[config.mk]
export PLATFORM = sky130hd
export DESIGN_NAME = rj_sqrt_cell
export DESIGN_NICKNAME = d
export VERILOG_FILES = /design/src/design/radar_jacobian_top_defines.svh /design/src/design/rj_pkg.sv /design/src/design/rj_sqrt_cell.sv
export SDC_FILE = /design/constraint.sdc
export NUM_CORES = 1
export LEC_CHECK = 0
export BUFFER_PORTS_ARGS = -buffer_cell sky130_fd_sc_hd__buf_2
export CAP_MARGIN = 20
export CORE_ASPECT_RATIO = 1.25
export CORE_UTILIZATION = 25
export DETAILED_ROUTE_END_ITERATION = 10
export GPL_TIMING_DRIVEN = 0
export HOLD_SLACK_MARGIN = 0.06
export MAX_ROUTING_LAYER = met4
export SETUP_SLACK_MARGIN = 0.02
export SLEW_MARGIN = 20
export SYNTH_ARGS = -nofsm -noshare
export SYNTH_HDL_FRONTEND = slang
export SYNTH_SLANG_ARGS = --single-unit
export TNS_END_PERCENT = 100
[constraint.sdc]
create_clock -name clk -period 3.9 [get_ports clk]
set_input_delay 0.585 -clock clk [delete_from_list [all_inputs] [get_ports clk]]
set_output_delay 0.585 -clock clk [all_outputs]
set_load 0.01 [all_outputs]
[src/design/radar_jacobian_top_defines.svh]
// ----------------------------------------------------------------------------
// Radar Jacobian assertion macros
// Shared assertion forms for the radar Jacobian block, clocked on clk and
// disabled while arst_n is low.
// ----------------------------------------------------------------------------
`ifndef RADAR_JACOBIAN_TOP_DEFINES_SVH
`define RADAR_JACOBIAN_TOP_DEFINES_SVH

// Implication: whenever ante holds, cons must hold from that edge.
`define RJ_ASSERT_IMP(lbl, ante, cons, msg) \
	lbl: assert property (@(posedge clk) disable iff (!arst_n) (ante) |-> (cons)) \
		else $error(msg);

// The expression must never be true.
`define RJ_ASSERT_NEVER(lbl, expr, msg) \
	lbl: assert property (@(posedge clk) disable iff (!arst_n) !(expr)) \
		else $error(msg);

`endif

[src/design/rj_pkg.sv]
// ----------------------------------------------------------------------------
// Radar Jacobian package
// Word formats, cell types and pipeline depths shared by the cells and the
// top level of the radar Jacobian block.
// ----------------------------------------------------------------------------
package rj_pkg;

	// Fixed-point format of every field
	localparam int WORD_W = 32;
	localparam int FRAC_W = 16;
	localparam int CFG_W  = 31;

	// Square root: one result bit per cell, two radicand bits consumed per cell
	localparam int SQ_W       = 2 * WORD_W;
	localparam int SQRT_STEPS = WORD_W;
	localparam int SQ_REM_W   = WORD_W + 3;

	// Division: one quotient bit per cell
	localparam int DIV_STEPS = WORD_W + FRAC_W;
	localparam int DIV_REM_W = SQ_W + 1;
	localparam int NUM_W     = SQ_W + FRAC_W + 1;
	localparam int NUM_LANES = 5;

	// Edges from request acceptance to the result strobe being sampled
	localparam int LATENCY = 3 + SQRT_STEPS + 1 + DIV_STEPS + 2;

	// One square-root cell's state
	typedef struct packed {
		logic [SQ_REM_W-1:0] rem;
		logic [WORD_W-1:0]   root;
		logic [SQ_W-1:0]     rad;
	} sq_cell_t;

	// One division lane's state
	typedef struct packed {
		logic [DIV_REM_W-1:0] rem;
		logic [DIV_STEPS-1:0] num;
		logic [DIV_STEPS-1:0] quo;
		logic [SQ_W-1:0]      dvs;
	} dv_lane_t;

endpackage

[src/design/rj_sqrt_cell.sv]
// ----------------------------------------------------------------------------
// Radar Jacobian square-root cell
// One digit-by-digit step of an integer square root: brings in two radicand
// bits, settles one root bit and registers the result for the next cell.
// ----------------------------------------------------------------------------
module rj_sqrt_cell (
	input  logic              clk,
	input  rj_pkg::sq_cell_t  d,
	output rj_pkg::sq_cell_t  q
);

	logic [rj_pkg::SQ_REM_W-1:0] cand;
	logic [rj_pkg::SQ_REM_W-1:0] trial;
	logic                        ge;

	// Trial subtraction of (4 * root + 1) from the extended remainder.
	always_comb begin
		cand  = {d.rem[rj_pkg::SQ_REM_W-3:0], d.rad[rj_pkg::SQ_W-1 -: 2]};
		trial = {1'b0, d.root, 2'b01};
		ge    = (cand >= trial);
	end

	// Hand the updated state to the next cell.
	always_ff @(posedge clk) begin
		q.rem  <= ge ? (cand - trial) : cand;
		q.root <= {d.root[rj_pkg::WORD_W-2:0], ge};
		q.rad  <= {d.rad[rj_pkg::SQ_W-3:0], 2'b00};
	end

endmodule

==> out/metrics.csv <==
metric,value,unit
grt peak-use layer,met2,
leading area contributor after synthesis,dfxtp_1,
final WL,16200,um
Tmin final,3.01,ns
Pleak,3.56,nW
Post-DRT Antenna Nets,0,
Largest regs,q: 129 flops,
"Seq/Total Area, Yosys",51.3,%
run status,finished clean,
met2 GRT Util,29.2,%
Largest register FFs,129,
Sink Count,129,
HPWL after DPL,13200,um
RSZ-0062 raised after global routing,false,
IO buf count,258,
root buffer cell,clkbuf_16,
H-tree depth,4,
vias in the first global route,4487,
Most used DFF post-synth,dfxtp_1,
Netlist cell types,60,
synth warn,0,
Worst-path clk slew,0.06,ns
largest net degree at the start of global routing,17,
Final Setup Violations,0,
first-pass GRT wire length,24000,um
post-route setup TNS,0,ns
die area,20700,um2
Fillers,2008,
hold_buf cts,0,
Final Core Density,37.0,%
DRT iter0 DRCs,187,
Mapped Area,5030,um2
Initial Util,25.7,%
fin. max-slew vios,0,
Crit path required time,4.20,ns
Synth top area share,51.3,%
"commonest non-fill, non-tap cell in the layout",buf_2,
I/O pin total,263,
gr usage total,16.3,%
CP Max Fanout,6,
worst hold path class,in2reg,
global route overflow,0,
via count,4545,
nets@finish,943,
Worst IR Drop VDD,0.000276,V
"Most flops, register",q,
Residual DRC,0,
Pre-Repair DR Iteration Count,4,
Cells after Synth,499,
Die W,129,um
area delta synth->final,44.0,%
met3 Use GR,7.10,%
clk buf depth,2,
f_max,332,MHz
Worst Setup Path Type,in2reg,
kind of end point of the critical path,flip-flop,
Final Wtd Congestion,0.885,
Final period util,77.1,%
# resized after CTS,0,
"EDFF count, synth",0,
Worst Setup Start Kind,primary input,
crit path DAT,3.31,ns
core area,19600,um2
Die Y,161,um
routing usage on met1,15.3,%
mean post-synth cell area,10.1,um2
Post-CTS Setup Repair Bufs,0,
Rel. slew slack,65.4,%
most frequent cells in the layout,"buf_2 (262), dfxtp_1 (129), inv_1 (46), a21oi_1 (46), nor2_1 (45)",
fraction of layout cells with a size suffix above 1,41.0,%
CTS tree,yes,
Core Rows,57,
Slew @ Worst Pin,0.516,ns
initial antenna violation count,3,
max-cap viol count,0,
"Async S/R FF share, synth",0,%
routed len/inst,15.4,um
Final Hold Viols,0,
Inserted Clock Buffers,17,
Synth Register Bits,129,
Synth area leaders,"dfxtp_1 (51%), ha_1 (8.4%), a21oi_1 (4.6%), xnor2_1 (3.7%), inv_1 (3.4%)",
pwr dens,524,nW/um2
Via-to-Cell Ratio,4.30,
-- cell families after synthesis --
group / Yosys count / share of synthesized area (%)
buf+inv: 59 / 5.19
other cells: 1 / 0.0745
mux: 14 / 3.13
simple gates: 110 / 10.4
xor+xnor: 31 / 5.39
flops: 129 / 51.3
compound gates: 121 / 16.1
fa+ha+maj: 34 / 8.45
-- path summary, 6_finish.rpt --
path	slack [ns]	start	cells after the start	to
worst max-delay path	0.89	d[69]	11	q[124]$_DFF_P_
worst min-delay path	0.27	d[26]	1	q[28]$_DFF_P_
-- synth_stat cells (all sizes together), types with 2 or more instances --
library cell	count
dfxtp	129
nand3	2
o21a	3
o211ai	6
o31ai	2
a311oi	3
a21boi	2
a31oi	3
and4	2
o21bai	3
nor2	45
nand2	20
nor2b	4
xnor2	21
nor4	4
o21ai	22
a21o	8
a21oi	50
or3	4
xor2	10
nand4	9
mux2	11
and3	5
o31a	3
a211oi	4
or2	2
clkbuf	2
ha	34
inv	46
mux2i	3
nor3	10
buf	11
-- power breakdown --
group | total [mW] | internal, mW | switching [mW]
clock | 1.58 | 0.916 | 0.660
sequential | 1.48 | 1.45 | 0.0287
combinational | 0.743 | 0.326 | 0.417
-- per-stage QoR --
step           power (mW)  setup WS (ns)  std cells  area [um2]  hold WS, ns
5_1_grt              4.00          0.744       1058        7250        0.237
3_5_place_dp         2.26          0.396       1023        6660        0.689
2_1_floorplan        1.95           1.14        500        5040        0.613
4_1_cts              3.86          0.820       1055        7240        0.245
6_report             3.80          0.891       1058        7250        0.267
3_3_place_gp         2.25          0.411       1023        6660        0.687
-- metal layers --
layer	up-vias	part of all wire, %	wire length (um)
li1	2293	-	-
met1	2036	37	6060
met2	200	52	8380
met3	16	9.8	1600
met4	0	1.3	206
met5	-	0	0
-- worst max-delay path: stages --
cell      delay, ns
buf_2          0.09
inv_1          0.05
ha_1           0.38
a211oi_1       0.27
o21bai_1       0.21
nor4_2         0.39
o21ai_2        0.19
a211oi_1       0.48
o221ai_1       0.25
xnor2_1        0.16
mux2_2         0.26
-- area by class of cell --
cell class                      count  area (um2)  share of cell area (%)
Tap cell                          265         332                    4.57
Clock inverter                     14         144                    1.98
Buffer                             13        88.8                    1.22
Antenna cell                        3        7.51                   0.104
Sequential cell                   129        2580                    35.6
Multi-Input combinational cell    312        2190                    30.3
Timing Repair Buffer              258        1290                    17.8
Clock buffer                       18         439                    6.06
Inverter                           46         173                    2.38
No activity file was read; power rests on OpenSTA's default activity.
