<file path="src/design/radar_jacobian_top_defines.svh">
// ----------------------------------------------------------------------------
// Radar Jacobian assertion macros
// Shared assertion forms for the radar Jacobian block, clocked on clk and
// disabled while arst_n is low.
// ----------------------------------------------------------------------------
`ifndef RADAR_JACOBIAN_TOP_DEFINES_SVH
`define RADAR_JACOBIAN_TOP_DEFINES_SVH

// Implication: whenever ante holds, cons must hold from that edge.
`define RJ_ASSERT_IMP(lbl, ante, cons, msg) \
	lbl: assert property (@(posedge clk) disable iff (!arst_n) (ante) |-> (cons)) \
		else $error(msg);

// The expression must never be true.
`define RJ_ASSERT_NEVER(lbl, expr, msg) \
	lbl: assert property (@(posedge clk) disable iff (!arst_n) !(expr)) \
		else $error(msg);

`endif

</file>
<file path="src/design/rj_pkg.sv">
// ----------------------------------------------------------------------------
// Radar Jacobian package
// Word formats, cell types and pipeline depths shared by the cells and the
// top level of the radar Jacobian block.
// ----------------------------------------------------------------------------
package rj_pkg;

	// Fixed-point format of every field
	localparam int WORD_W = 32;
	localparam int FRAC_W = 16;
	localparam int CFG_W  = 31;

	// Square root: one result bit per cell, two radicand bits consumed per cell
	localparam int SQ_W       = 2 * WORD_W;
	localparam int SQRT_STEPS = WORD_W;
	localparam int SQ_REM_W   = WORD_W + 3;

	// Division: one quotient bit per cell
	localparam int DIV_STEPS = WORD_W + FRAC_W;
	localparam int DIV_REM_W = SQ_W + 1;
	localparam int NUM_W     = SQ_W + FRAC_W + 1;
	localparam int NUM_LANES = 5;

	// Edges from request acceptance to the result strobe being sampled
	localparam int LATENCY = 3 + SQRT_STEPS + 1 + DIV_STEPS + 2;

	// One square-root cell's state
	typedef struct packed {
		logic [SQ_REM_W-1:0] rem;
		logic [WORD_W-1:0]   root;
		logic [SQ_W-1:0]     rad;
	} sq_cell_t;

	// One division lane's state
	typedef struct packed {
		logic [DIV_REM_W-1:0] rem;
		logic [DIV_STEPS-1:0] num;
		logic [DIV_STEPS-1:0] quo;
		logic [SQ_W-1:0]      dvs;
	} dv_lane_t;

endpackage

</file>
<file path="src/design/rj_div_cell.sv">
// ----------------------------------------------------------------------------
// Radar Jacobian division cell
// One restoring division step: shifts in the next numerator bit, settles one
// quotient bit and registers the lane for the next cell.
// ----------------------------------------------------------------------------
module rj_div_cell (
	input  logic              clk,
	input  rj_pkg::dv_lane_t  d,
	output rj_pkg::dv_lane_t  q
);

	logic [rj_pkg::DIV_REM_W-1:0] cand;
	logic                         ge;

	// Compare the shifted remainder with the divisor.
	always_comb begin
		cand = {d.rem[rj_pkg::DIV_REM_W-2:0], d.num[rj_pkg::DIV_STEPS-1]};
		ge   = (cand >= {1'b0, d.dvs});
	end

	// Hand the updated lane to the next cell.
	always_ff @(posedge clk) begin
		q.rem <= ge ? (cand - {1'b0, d.dvs}) : cand;
		q.num <= {d.num[rj_pkg::DIV_STEPS-2:0], 1'b0};
		q.quo <= {d.quo[rj_pkg::DIV_STEPS-2:0], ge};
		q.dvs <= d.dvs;
	end

endmodule

</file>
<file path="config.mk">
export PLATFORM = sky130hd
export DESIGN_NAME = rj_div_cell
export DESIGN_NICKNAME = d
export VERILOG_FILES = /design/src/design/radar_jacobian_top_defines.svh /design/src/design/rj_pkg.sv /design/src/design/rj_div_cell.sv
export SDC_FILE = /design/constraint.sdc
export NUM_CORES = 1
export LEC_CHECK = 0
export BUFFER_PORTS_ARGS = -buffer_cell sky130_fd_sc_hd__buf_2
export CAP_MARGIN = 20
export CORE_AREA = 4 4 173 175
export CTS_CLUSTER_SIZE = 16
export DETAILED_ROUTE_END_ITERATION = 8
export DIE_AREA = 0 0 177 179
export PLACE_DENSITY = 0.69
export SLEW_MARGIN = 40
export SYNTH_ARGS = -nofsm -noshare
export SYNTH_HDL_FRONTEND = slang
export SYNTH_SLANG_ARGS = --single-unit
</file>
<file path="constraint.sdc">
create_clock -name clk -period 8.97 [get_ports clk]
set_input_delay 0.897 -clock clk [delete_from_list [all_inputs] [get_ports clk]]
set_output_delay 0.897 -clock clk [all_outputs]
set_load 0.1 [all_outputs]
</file>
==> summary.md, run 1 <==
| Metric | Value |
|---|---|
| Category of cells accounting for the largest share of critical-path delay | compound AO/OA/AOI/OAI gates |
| Part of the Yosys area used for sequential elements | 48.2% |
| Postcts setup bufs | 0 |
| Pins Over Slew Limit | 0 |
| Largest stage delay on the critical path | about 0.54 ns |
| Clock sinks | ~220 |
| Clock tree from TritonCTS | done |
| Flip-flop count of the largest register after layout | 224 |
| Root buffer cell | clkbuf_16 |
| Share of the synthesized area in the top cell type | 48.2% |
| Initial antenna violation count | 7 |
| First-pass GRT wire length | between 40000 and 50000 um |
| Critical path buffers and inverters | 4 |
| Design internal power | 1.94 mW |
| Post-layout util | 44.5% |
| Setup TNS | 0 ns |
| CP arrival | 4.63 ns |
| # fillers | 2855 |
| Die footprint | roughly 32000 um2 |
| IR Drop Worst-Case VDD | 0.153 mV |
| Most area-consuming cells after synthesis | dfxtp_1, ha_1, a21oi_1 |
| Tightest Pin Transition | approximately 0.74 ns |
| Number of distinct standard cells referenced by the synthesized netlist | between 50 and 60 |
| Width of the chip | 177 um |
| Status | complete, no violations |
| Worst min-delay path category | in2reg |
| Number of global-route vias before repair | 8852 |
| Startpoint kind of the worst setup timing path | input pin |
| Critical path origin | d[3] |
| Logic gate share of total power | approximately 37% |
| Overall Global Routing Usage | 20.1% |
| Dominant synthesized flop cell | dfxtp_1 |
| DRC violations left | 0 |
| Number of buffers inserted during clock tree synthesis | 25 |
| Die H | 179 um |
| Total via count in the routed design | 9027 |
| Type of destination of the critical path | flip-flop |
| Clock buffer depth | 3 |
| Aggregate global routing overflow | 0 |
| Timing-limited maximum frequency | 236 MHz |
| Post-Synthesis Cells | 1034 |
| Sw Share | between 40% and 50% |
| Post-detailed-route wirelength per cell | roughly 18 um |
| Hold bufs inserted after CTS | 0 |
| Power density over cell area | approximately 270 nW/um2 |
| DRT antenna net count | 0 |
| Final estimated routing congestion in global placement | 0.922 |
| I/O pin count | 451 |
| Largest registers ranked by flip-flop count | q x224 |
| Min Clock Period, post-route | 4.23 ns |
| Hold violation count in the final report | 0 |
| Average cell area after synthesis | approximately 9 um2 |
| Number of flops mapped to enable cells by yosys | 0 |
| Share of flip-flops with an asynchronous set or reset after synthesis | 0% |
| Switching power | 1.49 mW |
| Critical setup path kind | in2reg |
| Count of input and output buffers | 447 |
| Layout overhead on the synthesized area | 36.2% |
| Register bit count reported by yosys | 224 |
| Maximum number of pins on one net before global-route repair | between 50 and 60 |
| Leakage power | 6.28 nW |
| Setup-failing EPs final | 0 |
| CTS H-tree lvls | 1 |
| Max-slew headroom | between 50% and 60% |
| Maximum capacitance violations | 0 |
| Ratio of final minimum period to clock period | between 40% and 50% |
| Most frequent cell after synthesis | dfxtp_1 |
| Wirelength, routed | 34300 um |
| Post-synth top area cell | dfxtp_1 |
| Clock slew at reported path FFs | around 0.06 ns |
| Initial core utilization | 32.7% |
| Part of the power in registers | 32.7% |
| Leading post-synthesis cells by instance count | dfxtp_1, nand2_1, a21oi_1, o21ai_0, inv_1 |
| Final HPWL from detailed placement | 28100 um |
| Portion of total power attributed to the clock network | around 30% |
| Yosys warning count | 0 |
| Final nets | about 1800 |
| Chain of cells forming the critical path | buf_2 > inv_1 > ha_1 > a21o_1 > a21oi_1 > a211oi_1 > o21ai_0 > a21oi_1 > o21ai_0 > o211a_4 > buf_4 > clkinv_4 > nor2_1 > a311oi_1 |
| Standard cell core area | 28500 um2 |
| Total Power Consumption | 3.43 mW |
| Max stage delay cell, worst path | o211a_4 |
| RSZ-0062 raised after global routing | false |
| Most flop-heavy register | q |
| Number of vias per cell after detailed routing | 4.83 |
| Worst setup path end | q[218]$_DFF_P_ |
| Drt initial violations | 511 |
| Cell Area, Synth | 9300 um2 |
| Pre-antenna DRT Iters | 5 |
| Maximum net fanout on the critical path | 52 |
| Number of nets in the synthesized netlist | 1325 |
| Core Rows | 62 |
| Required time at the worst-slack endpoint | roughly 9.4 ns |
| Fraction of final layout cells with drive strength greater than 1 | about a third |
| Post-cts repair resize count | 0 |
| Instance count on the critical path | 14 |
## metal layers
metal,wire (um),track usage [%],vias to the layer above
met5,69,0,-
met4,1210,6.71,10
met3,3210,6.35,68
met2,16600,35.7,402
met1,13200,22.9,4122
li1,-,-,4425
## layout make-up
class                      count  area (um2)  share of cell area [%]
clock buffer                  35         703                    5.55
multi-input combinational    682        4310                    34.0
clock inverter                 8         111                   0.879
inverter                      86         328                    2.59
tap                          384         480                    3.79
timing repair buffer         448        2240                    17.7
sequential                   224        4480                    35.4
antenna                        2        5.00                  0.0395
## how the worst min path moves through the flow
stage,startpoint,end,slack (ns),cells after the start
finish,d[107],q[108]$_DFF_P_,0.46,1
global route,d[77],q[78]$_DFF_P_,0.43,1
CTS,d[102],q[103]$_DFF_P_,0.43,1
detailed placement,d[107],q[108]$_DFF_P_,1.00,1
global placement,d[132],q[133]$_DFF_P_,1.0,1
floorplan,d[0],q[0]$_DFF_P_,0.92,0
## cells in the final DEF, fill, tap and decap left out, drive strengths merged, types with 4 or more instances in the layout
cell	n
a21o	24
o21bai	16
clkbuf	35
a21boi	5
nor3	14
nand2b	9
dfxtp	224
nor2	47
and3	10
nand2	118
nand3	14
or3	4
xnor2	34
nand4	20
a21oi	110
o31ai	8
clkinv	4
a31oi	7
nor2b	4
buf	448
inv	87
xor2	25
o21ai	95
ha	64
o21a	5
## power groups by stage
stage | clock network [mW] | logic, mW | registers (mW)
floorplan | 0 | 0.284 | 1.88
global placement | 0 | 1.27 | 1.14
detailed placement | 0 | 1.28 | 1.14
CTS | 1.06 | 1.28 | 1.12
global route | 1.09 | 1.34 | 1.13
finish | 1.03 | 1.28 | 1.12
## cells by family after synthesis
family / synth area share (%)
compound gates: 19.1
simple gates: 12.6
flops: 48.2
buf+inv: 5.54
fa+ha+maj: 8.83
xor+xnor: 5.56
other cells: 0.0403
mux: 0.121
## metrics by stage
stage	area (um2)	cells	worst slack, ns	hold WS, ns
after floorplan	9300	1034	5.50	0.925
after global placement	11800	1824	4.18	0.999
after detailed placement	11800	1824	4.11	1.00
after CTS	12700	1867	4.68	0.431
after global routing	12700	1867	4.21	0.432
final	12700	1869	4.74	0.456
Note: power is estimated with default switching activity, not from simulation.
==> inputs of run 2 (changes only) <==
--- a/config.mk
+++ b/config.mk
@@ -7,11 +7,11 @@
 export LEC_CHECK = 0
 export BUFFER_PORTS_ARGS = -buffer_cell sky130_fd_sc_hd__buf_2
 export CAP_MARGIN = 20
-export CORE_AREA = 4 4 173 175
+export CORE_AREA = 4 4 175 177
 export CTS_CLUSTER_SIZE = 16
 export DETAILED_ROUTE_END_ITERATION = 8
-export DIE_AREA = 0 0 177 179
-export PLACE_DENSITY = 0.69
+export DIE_AREA = 0 0 179 181
+export PLACE_DENSITY = 0.68
 export SLEW_MARGIN = 40
 export SYNTH_ARGS = -nofsm -noshare
 export SYNTH_HDL_FRONTEND = slang
==> constraint.sdc (replaced) <==
create_clock -name clk -period 3.9 [get_ports clk]
set_input_delay 0.39 -clock clk [delete_from_list [all_inputs] [get_ports clk]]
set_output_delay 0.39 -clock clk [all_outputs]
set_load 0.1 [all_outputs]
==> summary.md, run 2 (synthesis results as in run 1) <==
| Metric | Value |
|---|---|
| Status | complete, no violations |
| Layout overhead on the synthesized area | 53.0% |
| RSZ-0062 raised after global routing | false |
| Number of buffers inserted during clock tree synthesis | 25 |
| I/O pin count | 451 |
| Clock sinks | 224 |
| Hold violation count in the final report | 0 |
| CP arrival | between 4 and 5 ns |
| Pre-antenna DRT Iters | 5 |
| Max-slew headroom | 49.8% |
| Flip-flop count of the largest register after layout | ~220 |
| Clock tree from TritonCTS | done |
| Tightest Pin Transition | 0.747 ns |
| Postcts setup bufs | 0 |
| Cells after DPL | 1834 |
| Post-layout util | 48.6% |
| Number of global-route vias before repair | 9842 |
| Power density over cell area | roughly 560 nW/um2 |
| Pins Over Slew Limit | 0 |
| Ratio of final minimum period to clock period | a little over nine tenths |
| Commonest cells after routing, fill and taps aside | buf_2, dfxtp_1, dlygate4sd3_1 |
| Width of the chip | about 180 um |
| Core Rows | 63 |
| Initial antenna violation count | 8 |
| Maximum net fanout on the critical path | 4 |
| Total Power Consumption | 7.97 mW |
| Chain of cells forming the critical path | dlygate4sd3_1 > buf_2 > ha_1 > fa_1 > nand2b_1 > a21oi_1 > o21ai_0 > o21ai_0 > a21oi_1 > o221ai_1 > a21boi_0 > o21bai_1 > xnor2_1 > a21oi_1 |
| Die H | 181 um |
| Initial core utilization | a little under a third |
| Leakage power | 6.92 nW |
| Count of input and output buffers | roughly 450 |
| Total via count in the routed design | just under 10000 |
| Timing-limited maximum frequency | between 200 and 300 MHz |
| DRC violations left | 0 |
| Final nets | 1917 |
| DRT antenna net count | 0 |
| Required time at the worst-slack endpoint | 4.29 ns |
| Standard cell core area | 29200 um2 |
| Post-detailed-route wirelength per cell | roughly 18 um |
| Number of vias per cell after detailed routing | 4.73 |
| Clock buffer depth | 3 |
| First-pass GRT wire length | 54000 um |
| CTS H-tree lvls | 1 |
| Root buffer cell | clkbuf_16 |
| Maximum number of pins on one net before global-route repair | 50 |
| Setup TNS | 0 ns |
| Min Clock Period, post-route | 3.69 ns |
| Fraction of final layout cells with drive strength greater than 1 | about 31% |
| Final HPWL from detailed placement | 27400 um |
| Most common cell after layout, fill and taps aside | buf_2 |
| Largest stage delay on the critical path | 0.54 ns |
| Aggregate global routing overflow | 0 |
| Die footprint | roughly 32000 um2 |
| Drt initial violations | 484 |
| Largest registers ranked by flip-flop count | q x224 |
| Max stage delay cell, worst path | dlygate4sd3_1 |
| Worst min-delay path category | in2reg |
| Overall Global Routing Usage | 21.1% |
| Wirelength, routed | 36500 um |
| Most flop-heavy register | q |
| Critical setup path kind | in2reg |
| IR Drop Worst-Case VDD | around 0.4 mV |
| Final estimated routing congestion in global placement | 0.880 |
| Setup-failing EPs final | 0 |
| Maximum capacitance violations | 0 |
| Fin cells | 2033 |
| Clock slew at reported path FFs | 0.06 ns |
| Setup Slack @ Placement | 0.318 ns |
| Type of destination of the critical path | flip-flop |
| Startpoint kind of the worst setup timing path | input pin |
| Min setup slack post-route | 0.210 ns |
| Cell occurring most often along the worst timing path | a21oi_1 |
==> run 2: metal layers <==
| layer | GRT usage, % | part of all wire [%] | vias up |
|---|---|---|---|
| li1 | - | - | 4749 |
| met1 | 23.3 | 38 | 4342 |
| met2 | 37.8 | 49 | 411 |
| met3 | 5.11 | 8.1 | 98 |
| met4 | 9.89 | 5.3 | 12 |
| met5 | 0 | 0.24 | - |
==> run 2: layout make-up <==
| class | instances | area (um2) |
|---|---|---|
| Fill cell | 2740 | 15000 |
| Sequential cell | 224 | 4480 |
| Multi-Input combinational cell | 682 | 4310 |
| Timing Repair Buffer | 607 | 3830 |
| Clock buffer | 30 | 654 |
| Tap cell | 390 | 488 |
| Inverter | 86 | 328 |
| Clock inverter | 12 | 131 |
| Antenna cell | 2 | 5.00 |
==> run 2: final timing paths <==
check | start | to | slack, ns | cells past startpoint
setup / recovery | d[0] | q[204]$_DFF_P_ | 0.21 | 14
hold / removal | d[1] | q[1]$_DFF_P_ | 0.02 | 1
==> run 2: metrics by stage <==
step	hold WS (ns)	instance area [um2]
after floorplan	0.418	9300
after global placement	0.492	11900
after detailed placement	0.494	11900
after CTS	0.000101	14200
after global routing	0.00459	14200
final	0.0167	14200
==> run 2: critical path: cells and delay by family <==
kind / cells / cell delay, ns
xor+xnor: 1 / 0.14
simple gates: 1 / 0.18
buf+inv: 2 / 0.68
compound gates: 8 / 2.07
fa+ha+maj: 2 / 0.63
==> run 2: where the power goes <==
group,total [mW],internal (mW),switching [mW]
clock,2.30,1.33,0.973
sequential,2.58,2.52,0.0550
combinational,3.09,0.658,2.44
total,7.97,4.51,3.46
==> run 2: repair_timing <==
item / 4_1_cts / 5_1_grt
gates resized for setup: 0 / 0
hold endpoints to repair: 154 / 1
hold buffers: 154 / 1
